### src/rtl/core/bb3_pkg.sv
`default_nettype none
// ----------------------------------------------------------------------------
// bb3_pkg: shared types and constants of the 3x3 box blur stream
// Field widths, item structs, command and register codes, divide-by-nine.
// ----------------------------------------------------------------------------
package bb3_pkg;

	localparam int MAX_WIDTH  = 2048;
	localparam int MAX_HEIGHT = 4096;

	localparam int COL_W  = 11;   // out_col / column counters
	localparam int ROW_W  = 12;   // out_row / row counters
	localparam int WCFG_W = 12;   // image_width register
	localparam int HCFG_W = 13;   // image_height register
	localparam int CFG_W  = 13;   // widest register
	localparam int IDX_W  = 1;    // two registers
	localparam int SUM_W  = 12;   // nine 8-bit values
	localparam int PIX_W  = 24;

	localparam logic [WCFG_W-1:0] WIDTH_RESET  = WCFG_W'(640);
	localparam logic [HCFG_W-1:0] HEIGHT_RESET = HCFG_W'(480);
	localparam logic [WCFG_W-1:0] WIDTH_LIMIT  = WCFG_W'(MAX_WIDTH);
	localparam logic [HCFG_W-1:0] HEIGHT_LIMIT = HCFG_W'(MAX_HEIGHT);

	// floor(s/9) = (s * 7282) >> 16 for every s below 2^SUM_W / 1.78
	localparam int DIV9_RECIP = 7282;
	localparam int DIV9_SHIFT = 16;
	localparam int PROD_W     = SUM_W + 14;

	localparam logic CMD_PIXEL = 1'b0;
	localparam logic CMD_DRAIN = 1'b1;

	localparam logic [IDX_W-1:0] REG_WIDTH  = IDX_W'(0);
	localparam logic [IDX_W-1:0] REG_HEIGHT = IDX_W'(1);

	typedef logic [PIX_W-1:0] pix_t;

	typedef struct packed {
		logic       cmd;
		logic [7:0] red_in;
		logic [7:0] green_in;
		logic [7:0] blue_in;
	} in_item_t;

	typedef struct packed {
		logic [7:0]       red_out;
		logic [7:0]       green_out;
		logic [7:0]       blue_out;
		logic [ROW_W-1:0] out_row;
		logic [COL_W-1:0] out_col;
		logic             frame_last;
	} out_item_t;

	// decoded item, handed from the accept stage to the window stage
	typedef struct packed {
		logic             pixel;
		logic             emit;
		logic             mean;
		logic             sel_mid;
		logic [COL_W-1:0] addr;
		logic [ROW_W-1:0] row;
		logic [COL_W-1:0] col;
		logic             last;
	} dec_t;

	typedef struct packed {
		logic [SUM_W-1:0] r;
		logic [SUM_W-1:0] g;
		logic [SUM_W-1:0] b;
	} sums_t;

	function automatic logic [7:0] div9(input logic [SUM_W-1:0] s);
		logic [PROD_W-1:0] p;
		p = PROD_W'(s) * PROD_W'(DIV9_RECIP);
		return p[DIV9_SHIFT+7:DIV9_SHIFT];
	endfunction

endpackage
`default_nettype wire

### src/rtl/core/bb3_win.sv
`default_nettype none
// ----------------------------------------------------------------------------
// bb3_win: 3x3 window registers and channel sums
// Holds the two previous columns of three rows and sums the nine values.
// ----------------------------------------------------------------------------
module bb3_win (
	input  wire logic          clk,
	input  wire logic          arst_n,
	input  wire logic          shift,
	input  wire bb3_pkg::pix_t up,
	input  wire bb3_pkg::pix_t mid,
	input  wire bb3_pkg::pix_t pix,
	output      bb3_pkg::pix_t centre,
	output      bb3_pkg::sums_t sums
);
	import bb3_pkg::*;

	pix_t win_q [6];
	pix_t taps  [9];

	always_comb begin
		for (int k = 0; k < 6; k++) taps[k] = win_q[k];
		taps[6] = up;
		taps[7] = mid;
		taps[8] = pix;
		sums = '0;
		for (int k = 0; k < 9; k++) begin
			sums.r = sums.r + SUM_W'(taps[k][23:16]);
			sums.g = sums.g + SUM_W'(taps[k][15:8]);
			sums.b = sums.b + SUM_W'(taps[k][7:0]);
		end
	end

	assign centre = win_q[4];

	// advance window one column
	always_ff @(posedge clk or negedge arst_n) begin
		if (!arst_n) begin
			for (int k = 0; k < 6; k++) win_q[k] <= '0;
		end else if (shift) begin
			win_q[0] <= win_q[3];
			win_q[1] <= win_q[4];
			win_q[2] <= win_q[5];
			win_q[3] <= up;
			win_q[4] <= mid;
			win_q[5] <= pix;
		end
	end
endmodule
`default_nettype wire

### config.mk
export PLATFORM = sky130hd
export DESIGN_NAME = bb3_win
export DESIGN_NICKNAME = d
export VERILOG_FILES = /design/src/rtl/core/bb3_pkg.sv /design/src/rtl/core/bb3_win.sv
export SDC_FILE = /design/constraint.sdc
export NUM_CORES = 1
export LEC_CHECK = 0
export BUFFER_PORTS_ARGS = -buffer_cell sky130_fd_sc_hd__buf_2
export CAP_MARGIN = 20
export CORE_MARGIN = 2
export CORE_UTILIZATION = 30
export CTS_CLUSTER_SIZE = 14
export DETAILED_ROUTE_END_ITERATION = 16
export PLACE_DENSITY = 0.57
export SETUP_SLACK_MARGIN = 0.15
export SYNTH_ARGS = -nofsm -noshare
export SYNTH_HDL_FRONTEND = slang
export SYNTH_SLANG_ARGS = --single-unit
export TNS_END_PERCENT = 30
### constraint.sdc
create_clock -name clk -period 6.32 [get_ports clk]
set_input_delay 0.632 -clock clk [delete_from_list [all_inputs] [get_ports clk]]
set_output_delay 0.632 -clock clk [all_outputs]
set_load 0.02 [all_outputs]
==> impl_summary.txt <==
----------------------------------------------------
[Outcome]
  Outcome ... finished clean

[Final layout]
  # nets final ... 1275
  Leading cell types in the layout, fill and taps excluded ... 244 x sky130_fd_sc_hd__inv_1, 162 x sky130_fd_sc_hd__fa_1, 144 x sky130_fd_sc_hd__dfrtp_1
  Most frequent standard cell in the layout excluding fill and tap cells ... sky130_fd_sc_hd__inv_1
  Layout-stage area growth over the synthesis result ... 15.55%
  Share of final-layout standard cells stronger than drive strength 1 ... 0.3024

[Detailed routing]
  Remaining routing DRC violations ... 0
  ANT nets after route ... 0
  DRC violation total after the first TritonRoute iteration ... 93
  Avg WL per Cell ... 13.13 um
  Pre-Repair DR Iteration Count ... 4
  Number of vias in the routed layout ... ~6000
  Number of vias per cell ... ~4.2
  Final wirelength ... 19.37 mm

[Synthesis]
  Number of distinct library cell variants in the gate-level netlist after synthesis ... 36
  FFs w/ async S/R, synth ... 1.000
  Net count after synthesis ... 1160
  Per-instance average area after synthesis ... 12.15 um^2
  Total of warnings raised by yosys ... 0
  Most used flip-flop cell after synthesis ... sky130_fd_sc_hd__dfrtp_1
  Cell Area, Synth ... about 11000 um^2
  Number of storage elements in the synthesis netlist ... 144
  Number of standard cells after synthesis ... 884
  Number of synthesized flops with an enable pin ... 0
  Sequential cell area fraction in the yosys report ... 0.3356

[Timing]
  Worst Tran Pin Value ... 0.9112 ns
  Share of the clock period used by the worst path ... 0.8635
  Post-layout minimum cycle time ... 5.457 ns
  Final setup violation count ... 0
  Final Hold Viols ... 0
  Maximum clock frequency ... 183.2 MHz
  Worst setup skew after layout ... 0.009212 ns
  Pins Over Slew Limit ... 0
  Headroom to the max-slew limit ... 0.3925
  Final setup TNS ... 0 ns
  Unrepaired setup endpoints after global routing ... no

[Worst setup path]
  Critical R2R Launch ... centre[20]
  Critical path cell sequence ... fa_1 > fa_1 > fa_1 > inv_1 > fa_1 > inv_1 > ha_1 > fa_1 > a21oi_1 > o211ai_1 > o41ai_1 > xnor2_1 > buf_2
  Worst setup path startpoint ... taps[146]
  Biggest fanout along the worst timing path ... 3
  Worst setup endpoint ... sums[10]
  Internal reg-to-reg setup slack ... about 5.5 ns
  Data required, critical path ... 5.69 ns
  CP Launch Type ... flop
  Worst reg2reg path endpoint ... taps[188]
  Cell occurring most often along the worst timing path ... sky130_fd_sc_hd__fa_1
  Kind of capture point of the worst setup path ... primary output
  CP arrival ... 4.83 ns
  Master of the slowest instance on the critical path ... sky130_fd_sc_hd__fa_1
  Number of cell instances on the worst register-to-register path ... 1
  Classification of the worst setup path ... flop to primary output
  Biggest cell delay along the critical path ... 0.57 ns

[Die]
  IO Pins ... 135
  Row Count ... 69
  Initial core utilization ... 0.3033
  CORE AREA ... roughly 35000 um^2
  Die width ... 193.2 um
  Die Y ... 193.2 um
  Total Die Area ... 37320 um^2

[CTS]
  Number of buffers between clock root and the deepest sink ... 2
  Hold Buf Count CTS ... 0
  Insertion delay to the later sink of the worst-skew pair ... 0.43 ns
  CTS tree ... built
  CTS Root Buffer Type ... sky130_fd_sc_hd__clkbuf_16
  Clock buffers created by TritonCTS ... 17
  Clock slew seen by the registers of the worst setup and hold paths ... 0.06 ns
  # resized after CTS ... 0
  Deepest level of the CTS H-tree ... 4
  Number of sinks driven by the clock tree ... 144
  Buffer count from post-CTS setup fixing ... 0

[Global routing]
  Wire length of the first global-routing pass ... ~33 mm
  Remaining global-route overflow ... 0
  Via count of the first global-routing pass ... 6870
  Number of antenna violations at the first check in global routing ... 6
  Global-route usage over all layers ... 0.1144
  Largest net degree at the start of global routing ... 77

[Placement]
  Routability congestion estimate ... 0.7657
  Estimated wirelength of the detail-placed design ... 15.26 mm
  IO buf count ... approximately 130

[Flow run]
  Max-capacitance violation count ... 0

[Hold path]
  Path category of the worst min-delay check ... input pin to asynchronous set/reset pin

----------------------------------------------------
per-layer routing:
layer  global-route usage  vias to the layer above  part of all wire  wire, um
li1                     -                     2898                 -         -
met3              0.03891                       27             0.057      1097
met4              0.03234                        6             0.012       238
met1               0.1406                     3148              0.44      8500
met5                    0                        -            0.0024        46
met2               0.1912                      103              0.49      9482
metrics by stage:
stage / instances / instance area, um^2 / util / setup slack [ns] / hold WS (ns)
after global routing: 1474 / 12400 / 0.3504 / 0.5215 / 0.2556
final: 1475 / 12410 / 0.3505 / 0.8628 / 0.2095
after CTS: 1473 / 12400 / 0.3503 / 0.7807 / 0.2274
after global placement: 1441 / 11760 / 0.3322 / 0.9519 / 0.4940
after floorplan: 884 / 10740 / - / 1.434 / 0.3364
after detailed placement: 1441 / 11760 / 0.3322 / 0.9574 / 0.4942
how the worst min path moves through the flow:
stage | end | cells past startpoint | slack (ns)
after floorplan | centre[0] | 0 | 0.34
after global placement | taps[161] | 1 | 0.49
after detailed placement | taps[210] | 1 | 0.49
after CTS | taps[151] | 1 | 0.23
after global routing | taps[199] | 1 | 0.26
final | taps[175] | 1 | 0.21
Yosys cell counts (4+ instances only):
master	n	area share
sky130_fd_sc_hd__nand3_1	4	0.0019
sky130_fd_sc_hd__xor2_1	4	0.0033
sky130_fd_sc_hd__a21oi_1	9	0.0042
sky130_fd_sc_hd__ha_1	39	0.045
sky130_fd_sc_hd__fa_1	162	0.30
sky130_fd_sc_hd__mux2_2	132	0.14
sky130_fd_sc_hd__nand2_1	18	0.0063
sky130_fd_sc_hd__xnor2_1	14	0.011
sky130_fd_sc_hd__o21a_1	4	0.0028
sky130_fd_sc_hd__o21ai_0	20	0.0093
sky130_fd_sc_hd__inv_1	244	0.085
sky130_fd_sc_hd__buf_2	14	0.0065
sky130_fd_sc_hd__buf_4	24	0.017
sky130_fd_sc_hd__nor2_1	17	0.0059
sky130_fd_sc_hd__dfrtp_1	144	0.34
kinds of logic after synthesis:
| family | Yosys count | share of synthesized area |
|---|---|---|
| AO/OA/AOI/OAI | 56 | 0.03426 |
| XOR/XNOR | 18 | 0.01468 |
| adder cells (fa/ha/maj) | 201 | 0.3475 |
| buffers and inverters | 285 | 0.1097 |
| flip-flops | 144 | 0.3356 |
| multiplexers | 132 | 0.1384 |
| AND/OR/NAND/NOR | 48 | 0.01981 |
worst max-delay path: cells and delay by family, from the launching register on:
family	cells	cell delay, ns
compound gates	3	0.78
xor+xnor	1	0.18
buf+inv	3	0.28
flops	1	0.40
fa+ha+maj	6	2.75
cell type report:
class / count / area, um^2
antenna: 2 / 5.005
clock buffer: 17 / 425.4
clock inverter: 15 / 217.7
fill: 3547 / 22990
inverter: 244 / 915.9
multi-input combinational: 455 / 5956
sequential: 144 / 3603
tap: 461 / 576.8
timing repair buffer: 137 / 705.7
flip-flops by register name, indices dropped and copies added (netlist names):
name / cells
taps: 120
centre: 24
Power is not shown: default switching activity piles up to over one toggle a cycle in this logic, so the estimate is an artifact.
