$ cat config.mk
export PLATFORM = sky130hd
export DESIGN_NAME = bb3_ctrl
export DESIGN_NICKNAME = d
export VERILOG_FILES = /design/src/rtl/core/bb3_pkg.sv /design/src/rtl/core/bb3_ctrl.sv
export SDC_FILE = /design/constraint.sdc
export NUM_CORES = 1
export LEC_CHECK = 0
export BUFFER_PORTS_ARGS = -buffer_cell sky130_fd_sc_hd__buf_2
export CAP_MARGIN = 20
export CORE_UTILIZATION = 55
export CTS_CLUSTER_SIZE = 24
export DETAILED_ROUTE_END_ITERATION = 8
export PLACE_DENSITY_LB_ADDON = 0.12
export SYNTH_ARGS = -nofsm -noshare
export SYNTH_HDL_FRONTEND = slang
export SYNTH_SLANG_ARGS = --single-unit
$ cat constraint.sdc
create_clock -name clk -period 4.5 [get_ports clk]
set_input_delay 0.9 -clock clk [delete_from_list [all_inputs] [get_ports clk]]
set_output_delay 0.9 -clock clk [all_outputs]
set_load 0.1 [all_outputs]
$ cat src/rtl/core/bb3_pkg.sv
`default_nettype none
// ----------------------------------------------------------------------------
// bb3_pkg: shared types and constants of the 3x3 box blur stream
// Field widths, item structs, command and register codes, divide-by-nine.
// ----------------------------------------------------------------------------
package bb3_pkg;

	localparam int MAX_WIDTH  = 2048;
	localparam int MAX_HEIGHT = 4096;

	localparam int COL_W  = 11;   // out_col / column counters
	localparam int ROW_W  = 12;   // out_row / row counters
	localparam int WCFG_W = 12;   // image_width register
	localparam int HCFG_W = 13;   // image_height register
	localparam int CFG_W  = 13;   // widest register
	localparam int IDX_W  = 1;    // two registers
	localparam int SUM_W  = 12;   // nine 8-bit values
	localparam int PIX_W  = 24;

	localparam logic [WCFG_W-1:0] WIDTH_RESET  = WCFG_W'(640);
	localparam logic [HCFG_W-1:0] HEIGHT_RESET = HCFG_W'(480);
	localparam logic [WCFG_W-1:0] WIDTH_LIMIT  = WCFG_W'(MAX_WIDTH);
	localparam logic [HCFG_W-1:0] HEIGHT_LIMIT = HCFG_W'(MAX_HEIGHT);

	// floor(s/9) = (s * 7282) >> 16 for every s below 2^SUM_W / 1.78
	localparam int DIV9_RECIP = 7282;
	localparam int DIV9_SHIFT = 16;
	localparam int PROD_W     = SUM_W + 14;

	localparam logic CMD_PIXEL = 1'b0;
	localparam logic CMD_DRAIN = 1'b1;

	localparam logic [IDX_W-1:0] REG_WIDTH  = IDX_W'(0);
	localparam logic [IDX_W-1:0] REG_HEIGHT = IDX_W'(1);

	typedef logic [PIX_W-1:0] pix_t;

	typedef struct packed {
		logic       cmd;
		logic [7:0] red_in;
		logic [7:0] green_in;
		logic [7:0] blue_in;
	} in_item_t;

	typedef struct packed {
		logic [7:0]       red_out;
		logic [7:0]       green_out;
		logic [7:0]       blue_out;
		logic [ROW_W-1:0] out_row;
		logic [COL_W-1:0] out_col;
		logic             frame_last;
	} out_item_t;

	// decoded item, handed from the accept stage to the window stage
	typedef struct packed {
		logic             pixel;
		logic             emit;
		logic             mean;
		logic             sel_mid;
		logic [COL_W-1:0] addr;
		logic [ROW_W-1:0] row;
		logic [COL_W-1:0] col;
		logic             last;
	} dec_t;

	typedef struct packed {
		logic [SUM_W-1:0] r;
		logic [SUM_W-1:0] g;
		logic [SUM_W-1:0] b;
	} sums_t;

	function automatic logic [7:0] div9(input logic [SUM_W-1:0] s);
		logic [PROD_W-1:0] p;
		p = PROD_W'(s) * PROD_W'(DIV9_RECIP);
		return p[DIV9_SHIFT+7:DIV9_SHIFT];
	endfunction

endpackage
`default_nettype wire

$ cat src/rtl/core/bb3_ctrl.sv
`default_nettype none
// ----------------------------------------------------------------------------
// bb3_ctrl: size registers, position counters and item decode
// Decides at accept time what an item does and advances the counters.
// ----------------------------------------------------------------------------
module bb3_ctrl (
	input  wire logic                       clk,
	input  wire logic                       arst_n,
	input  wire logic                       cfg_we,
	input  wire logic [bb3_pkg::IDX_W-1:0]  cfg_index,
	input  wire logic [bb3_pkg::CFG_W-1:0]  cfg_data,
	input  wire logic                       accept,
	input  wire logic                       cmd,
	output      logic                       enter,
	output      bb3_pkg::dec_t              dec
);
	import bb3_pkg::*;

	logic [WCFG_W-1:0] width_q;
	logic [HCFG_W-1:0] height_q;
	logic [COL_W-1:0]  in_col_q, out_col_q;
	logic [ROW_W-1:0]  in_row_q, out_row_q;
	logic              done_q;

	logic [WCFG_W-1:0] eff_w;
	logic [HCFG_W-1:0] eff_h;
	logic in_col_wrap, in_row_wrap, out_col_wrap, out_row_wrap;
	logic out_col_end, out_row_end, last;
	logic is_pixel, has_result;

	always_comb begin
		eff_w = width_q;
		if (width_q == '0) eff_w = WCFG_W'(1);
		else if (width_q > WIDTH_LIMIT) eff_w = WIDTH_LIMIT;
		eff_h = height_q;
		if (height_q == '0) eff_h = HCFG_W'(1);
		else if (height_q > HEIGHT_LIMIT) eff_h = HEIGHT_LIMIT;
	end

	assign in_col_wrap  = (WCFG_W'(in_col_q) + WCFG_W'(1)) >= eff_w;
	assign in_row_wrap  = (HCFG_W'(in_row_q) + HCFG_W'(1)) >= eff_h;
	assign out_col_wrap = (WCFG_W'(out_col_q) + WCFG_W'(1)) >= eff_w;
	assign out_row_wrap = (HCFG_W'(out_row_q) + HCFG_W'(1)) >= eff_h;
	assign out_col_end  = WCFG_W'(out_col_q) >= (eff_w - WCFG_W'(1));
	assign out_row_end  = HCFG_W'(out_row_q) >= (eff_h - HCFG_W'(1));
	assign last         = out_row_end && out_col_end;

	assign is_pixel   = (cmd == CMD_PIXEL);
	assign has_result = (in_row_q >= ROW_W'(2))
		|| ((in_row_q == ROW_W'(1)) && (in_col_q >= COL_W'(1)));

	always_comb begin
		dec.pixel   = is_pixel;
		dec.emit    = is_pixel ? has_result : 1'b1;
		dec.mean    = is_pixel && (in_row_q >= ROW_W'(2)) && (in_col_q >= COL_W'(2));
		dec.sel_mid = out_row_end;
		dec.addr    = is_pixel ? in_col_q : out_col_q;
		dec.row     = out_row_q;
		dec.col     = out_col_q;
		dec.last    = last;
		enter       = accept && (is_pixel ? !done_q : done_q);
	end

	// size registers
	always_ff @(posedge clk or negedge arst_n) begin
		if (!arst_n) begin
			width_q  <= WIDTH_RESET;
			height_q <= HEIGHT_RESET;
		end else if (cfg_we) begin
			case (cfg_index)
				REG_WIDTH:  width_q  <= cfg_data[WCFG_W-1:0];
				REG_HEIGHT: height_q <= cfg_data[HCFG_W-1:0];
				default:    ;
			endcase
		end
	end

	// counters and frame-done flag
	always_ff @(posedge clk or negedge arst_n) begin
		if (!arst_n) begin
			in_col_q  <= '0;
			in_row_q  <= '0;
			out_col_q <= '0;
			out_row_q <= '0;
			done_q    <= 1'b0;
		end else if (enter) begin
			if (dec.emit) begin
				if (out_col_wrap) begin
					out_col_q <= '0;
					out_row_q <= out_row_wrap ? '0 : out_row_q + ROW_W'(1);
				end else begin
					out_col_q <= out_col_q + COL_W'(1);
				end
			end
			if (is_pixel) begin
				if (in_col_wrap) begin
					in_col_q <= '0;
					if (in_row_wrap) begin
						in_row_q <= '0;
					end else begin
						in_row_q <= in_row_q + ROW_W'(1);
					end
				end else begin
					in_col_q <= in_col_q + COL_W'(1);
				end
			end
			// end of input frame wins over the last result of the flush
			if (is_pixel && in_col_wrap && in_row_wrap) begin
				done_q <= 1'b1;
			end else if (dec.emit && last) begin
				done_q <= 1'b0;
			end
		end
	end
endmodule
`default_nettype wire

==> key figures <==
Finish
  – Commonest non-fill, non-tap cells in the layout: 82 x ha_1, 78 x nand2_1, 66 x dfrtp_1
  – P&R area growth vs syn: 14.3%
  – Footprint of the multi-input gates: 4360 µm²
  – Number of fill cells: 936
  – Layout cell share with drive strength beyond 1: between 20% and 30%
  – Most common cell after layout, fill and taps aside: ha_1
  – Nets: roughly 890
  – Storage element area: 1810 µm²
  – ANT cells: 0

Global route
  – GRT Overall Usage: between 20 and 30%
  – Number of global-route vias before repair: 5,545
  – Largest net degree at the start of global routing: 73
  – First-pass GRT wire length: 27,200 µm
  – Initial antenna violation count: 0
  – Grt ovf: 0

Clock tree
  – Clk_lat worst skew: 0.35 ns
  – CTS max path bufs: 2
  – Reg clk slew, reported paths: 0.06 ns
  – Cts bufs inserted: 9
  – CTS HTree Levels: 3
  – Hold_buf cts: 0
  – CTS tree: built
  – CTS sink cnt: 72
  – Root Driver: clkbuf_16

Timing
  – RSZ-0062 raised after global routing: yes
  – Fmax: 208 MHz
  – Final clock period utilization by the worst path: 107%
  – Final WS setup: -0.302 ns
  – Final Hold Vio Count: 0
  – Final Max Slew Viols: 0
  – Post-layout min period: just under 5 ns
  – Setup violators final: 2
  – Slew @ Worst Pin: just over 1 ns
  – Clock Skew: around 0.0057 ns
  – Relative slew slack: approximately a third
  – Setup TNS: -0.524 ns

Die
  – Top Ports: around 60
  – Die Y: approximately 110 µm
  – Core area: about 11,000 µm²
  – Die ar.: about 12,000 µm²
  – Starting density of the core: between 50% and 60%
  – DIE WIDTH: 110 µm
  – Site Rows: 39

Status
  – Failing checks: negative setup slack
  – Status: complete, but fails checks

Yosys
  – Yosys top cell area share: 25.8%
  – Synth Area in XOR/XNOR: between 5 and 6%
  – Post-synth EDFFs: 0
  – Largest family of logic cells by synthesized area: simple AND/OR/NAND/NOR gates
  – Synth top area cells: dfrtp_1 26%, ha_1 16%, mux2_2 5.6%
  – Synthesis Warnings: 0
  – Post-Syn Nets: just over 800
  – Primary FF master, synth: dfrtp_1
  – Post-synth cell types: 71
  – Post-synthesis compound-gate area fraction: 18.6%
  – Flops & latches, synth: 72
  – Post-synthesis cell area: roughly 6400 µm²
  – Seq/Total Area, Yosys: between 20% and 30%
  – Post-synthesis simple-gate area fraction: about a fifth
  – Post-synth ARST share: 100%
  – Syn_area_per_cell: a little under 9 µm²
  – Mapped Cells: around 720
  – Synth Area in Adders: 16.2%
  – Mux cell area share after synthesis: 5.62%
  – Area leader, netlist: dfrtp_1

Power and ir drop
  – Sw power: between 1.5 and 2 mW
  – Combinational Power Share: ~55%
  – Clk pwr share: between 10% and 20%
  – Int Power: about 1.8 mW
  – Reg power frac: around a quarter
  – Peak VDD IR: 0.539 mV
  – Cell Pwr Density: just under 500 nW/µm²
  – Switch share: 50.3%
  – Pleak: ~3.6 nW

Routing
  – DR DRC count: 0
  – Post-DR wirelength/cell: approximately 18 µm
  – DRT antenna net count: 0
  – Routed vias/inst: 6.07
  – Total Wirelength: roughly 17,000 µm
  – Drt first pass iters: 5
  – Via Count: between 5,000 and 6,000
  – Drt first-iter violations: about 260

Hold path
  – Worst Hold Class: register to register

Worst setup path
  – Critical Path Sink Type: primary output
  – CP startpoint kind: register
  – Worst Setup Path Type: register to primary output
  – Arr. time, crit path: between 3 and 4 ns
  – Required @ worst endpoint: 3.60 ns
  – CP Max Fanout: 2

Placed design
  – Buffers on Ports: 58
  – Pre-CTS setup slack: -0.0628 ns
  – GP Congestion: between 0.8 and 0.9
  – HPWL Detailed: between 10,000 and 15,000 µm

Flow run
  – Max-Cap Viols: 0
## Yosys cell counts (all sizes together), types with 5 or more instances
| cell type | n |
|---|---|
| ha | 83 |
| nand2 | 82 |
| dfrtp | 66 |
| nor2 | 49 |
| o21ai | 48 |
| nand3 | 41 |
| mux2 | 32 |
| inv | 28 |
| xnor2 | 24 |
| nor3 | 23 |
| a21oi | 21 |
| clkbuf | 20 |
| xor2 | 18 |
| buf | 15 |
| nor4 | 13 |
| and3 | 12 |
| a21o | 11 |
| a22o | 11 |
| a211oi | 10 |
| nand2b | 9 |
| or3 | 7 |
| a31oi | 6 |
| and2 | 6 |
| dfstp | 6 |
| nor2b | 6 |
| o211ai | 6 |
| o22ai | 6 |
| o31ai | 6 |
| a211o | 5 |
| nand4 | 5 |
| o21bai | 5 |
## cell families (layout without fill, tap and decap cells)
| family | Yosys count | count (layout) |
|---|---|---|
| flip-flops | 72 | 72 |
| XOR/XNOR | 42 | 42 |
| adder cells (fa/ha/maj) | 83 | 83 |
| AND/OR/NAND/NOR | 265 | 265 |
| AO/OA/AOI/OAI | 166 | 166 |
| buffers and inverters | 63 | 137 |
| multiplexers | 32 | 32 |
## registers in the layout, summed over array words and instances, names as in the netlist
name and cells:
in_row_q 12, out_row_q 12, height_q 13, width_q 12, out_col_q 11, done_q 1
in_col_q 11
## per-layer routing
layer / part of all wire [%] / GRT usage, %
met3: 4.1 / 3.97
met4: 2.4 / 11.8
met1: 44 / 37.9
met2: 50 / 50.2
met5: 0 / 0
## what timing repair did
action	4_1_cts	5_1_grt
buffers inserted	3	3
gates resized for setup	11	9
pin swaps	1	11
endpoints found under the setup margin	2	2
hold endpoints to repair	0	0
## per-stage QoR
stage | cells | power, mW | hold slack, ns | instance area [µm²] | utilization [%]
final | 940 | 3.64 | 0.532 | 7320 | 64.4
after global routing | 940 | 3.85 | 0.553 | 7320 | 64.4
after CTS | 938 | 3.61 | 0.536 | 7280 | 64.0
after detailed placement | 919 | 2.85 | 0.524 | 6930 | 61.0
after global placement | 919 | 2.80 | 0.515 | 6930 | 61.0
after floorplan | 723 | 2.41 | 0.494 | 6420 | -
## worst max-delay path: stages, from the launching register on
cell,delay [ns]
dfstp_2,0.38
nor4_4,0.32
nand2_2,0.12
nor4_4,0.23
nor2_1,0.08
nor2_1,0.14
inv_1,0.09
ha_2,0.19
o21ai_2,0.06
o21bai_4,0.14
nor4b_2,0.06
o21ai_1,0.13
o311ai_1,0.11
ha_1,0.32
a2111o_1,0.44
a21oi_2,0.12
o211ai_1,0.09
o2111a_2,0.16
a21boi_4,0.17
buf_12,0.19
## worst paths after layout
path                                          start                  endpoint  slack, ns  cells after the start
max in group asynchronous                    arst_n  out_col_q[0]$_DFFE_PN0P_       3.08                      2
min in group asynchronous                    arst_n   in_row_q[9]$_DFFE_PN0P_       0.79                      2
min                          width_q[0]$_DFFE_PN0P_    width_q[0]$_DFFE_PN0P_       0.53                      1
max                         height_q[8]$_DFFE_PN1P_                    dec[0]      -0.30                     19
min reg2reg                  width_q[0]$_DFFE_PN0P_    width_q[0]$_DFFE_PN0P_       0.53                      1
max reg2reg                out_row_q[2]$_DFFE_PN0P_  out_row_q[0]$_DFFE_PN0P_       0.63                     12
## final cells by class
type                            count  share of cell area (%)
Timing Repair Buffer               93                    8.01
Inverter                           28                    1.44
Tap cell                          143                    2.44
Clock buffer                       13                    3.69
Sequential cell                    72                    24.7
Multi-Input combinational cell    588                    59.5
Clock inverter                      3                   0.205
## power by group through the flow
stage	combinational (mW)	sequential, mW	clock [mW]
after floorplan	1.10	1.31	0
after global placement	1.87	0.929	0
after detailed placement	1.91	0.934	0
after CTS	1.97	0.925	0.719
after global routing	2.17	0.946	0.742
final	2.00	0.929	0.710
Power figures use the tool's default switching activity.
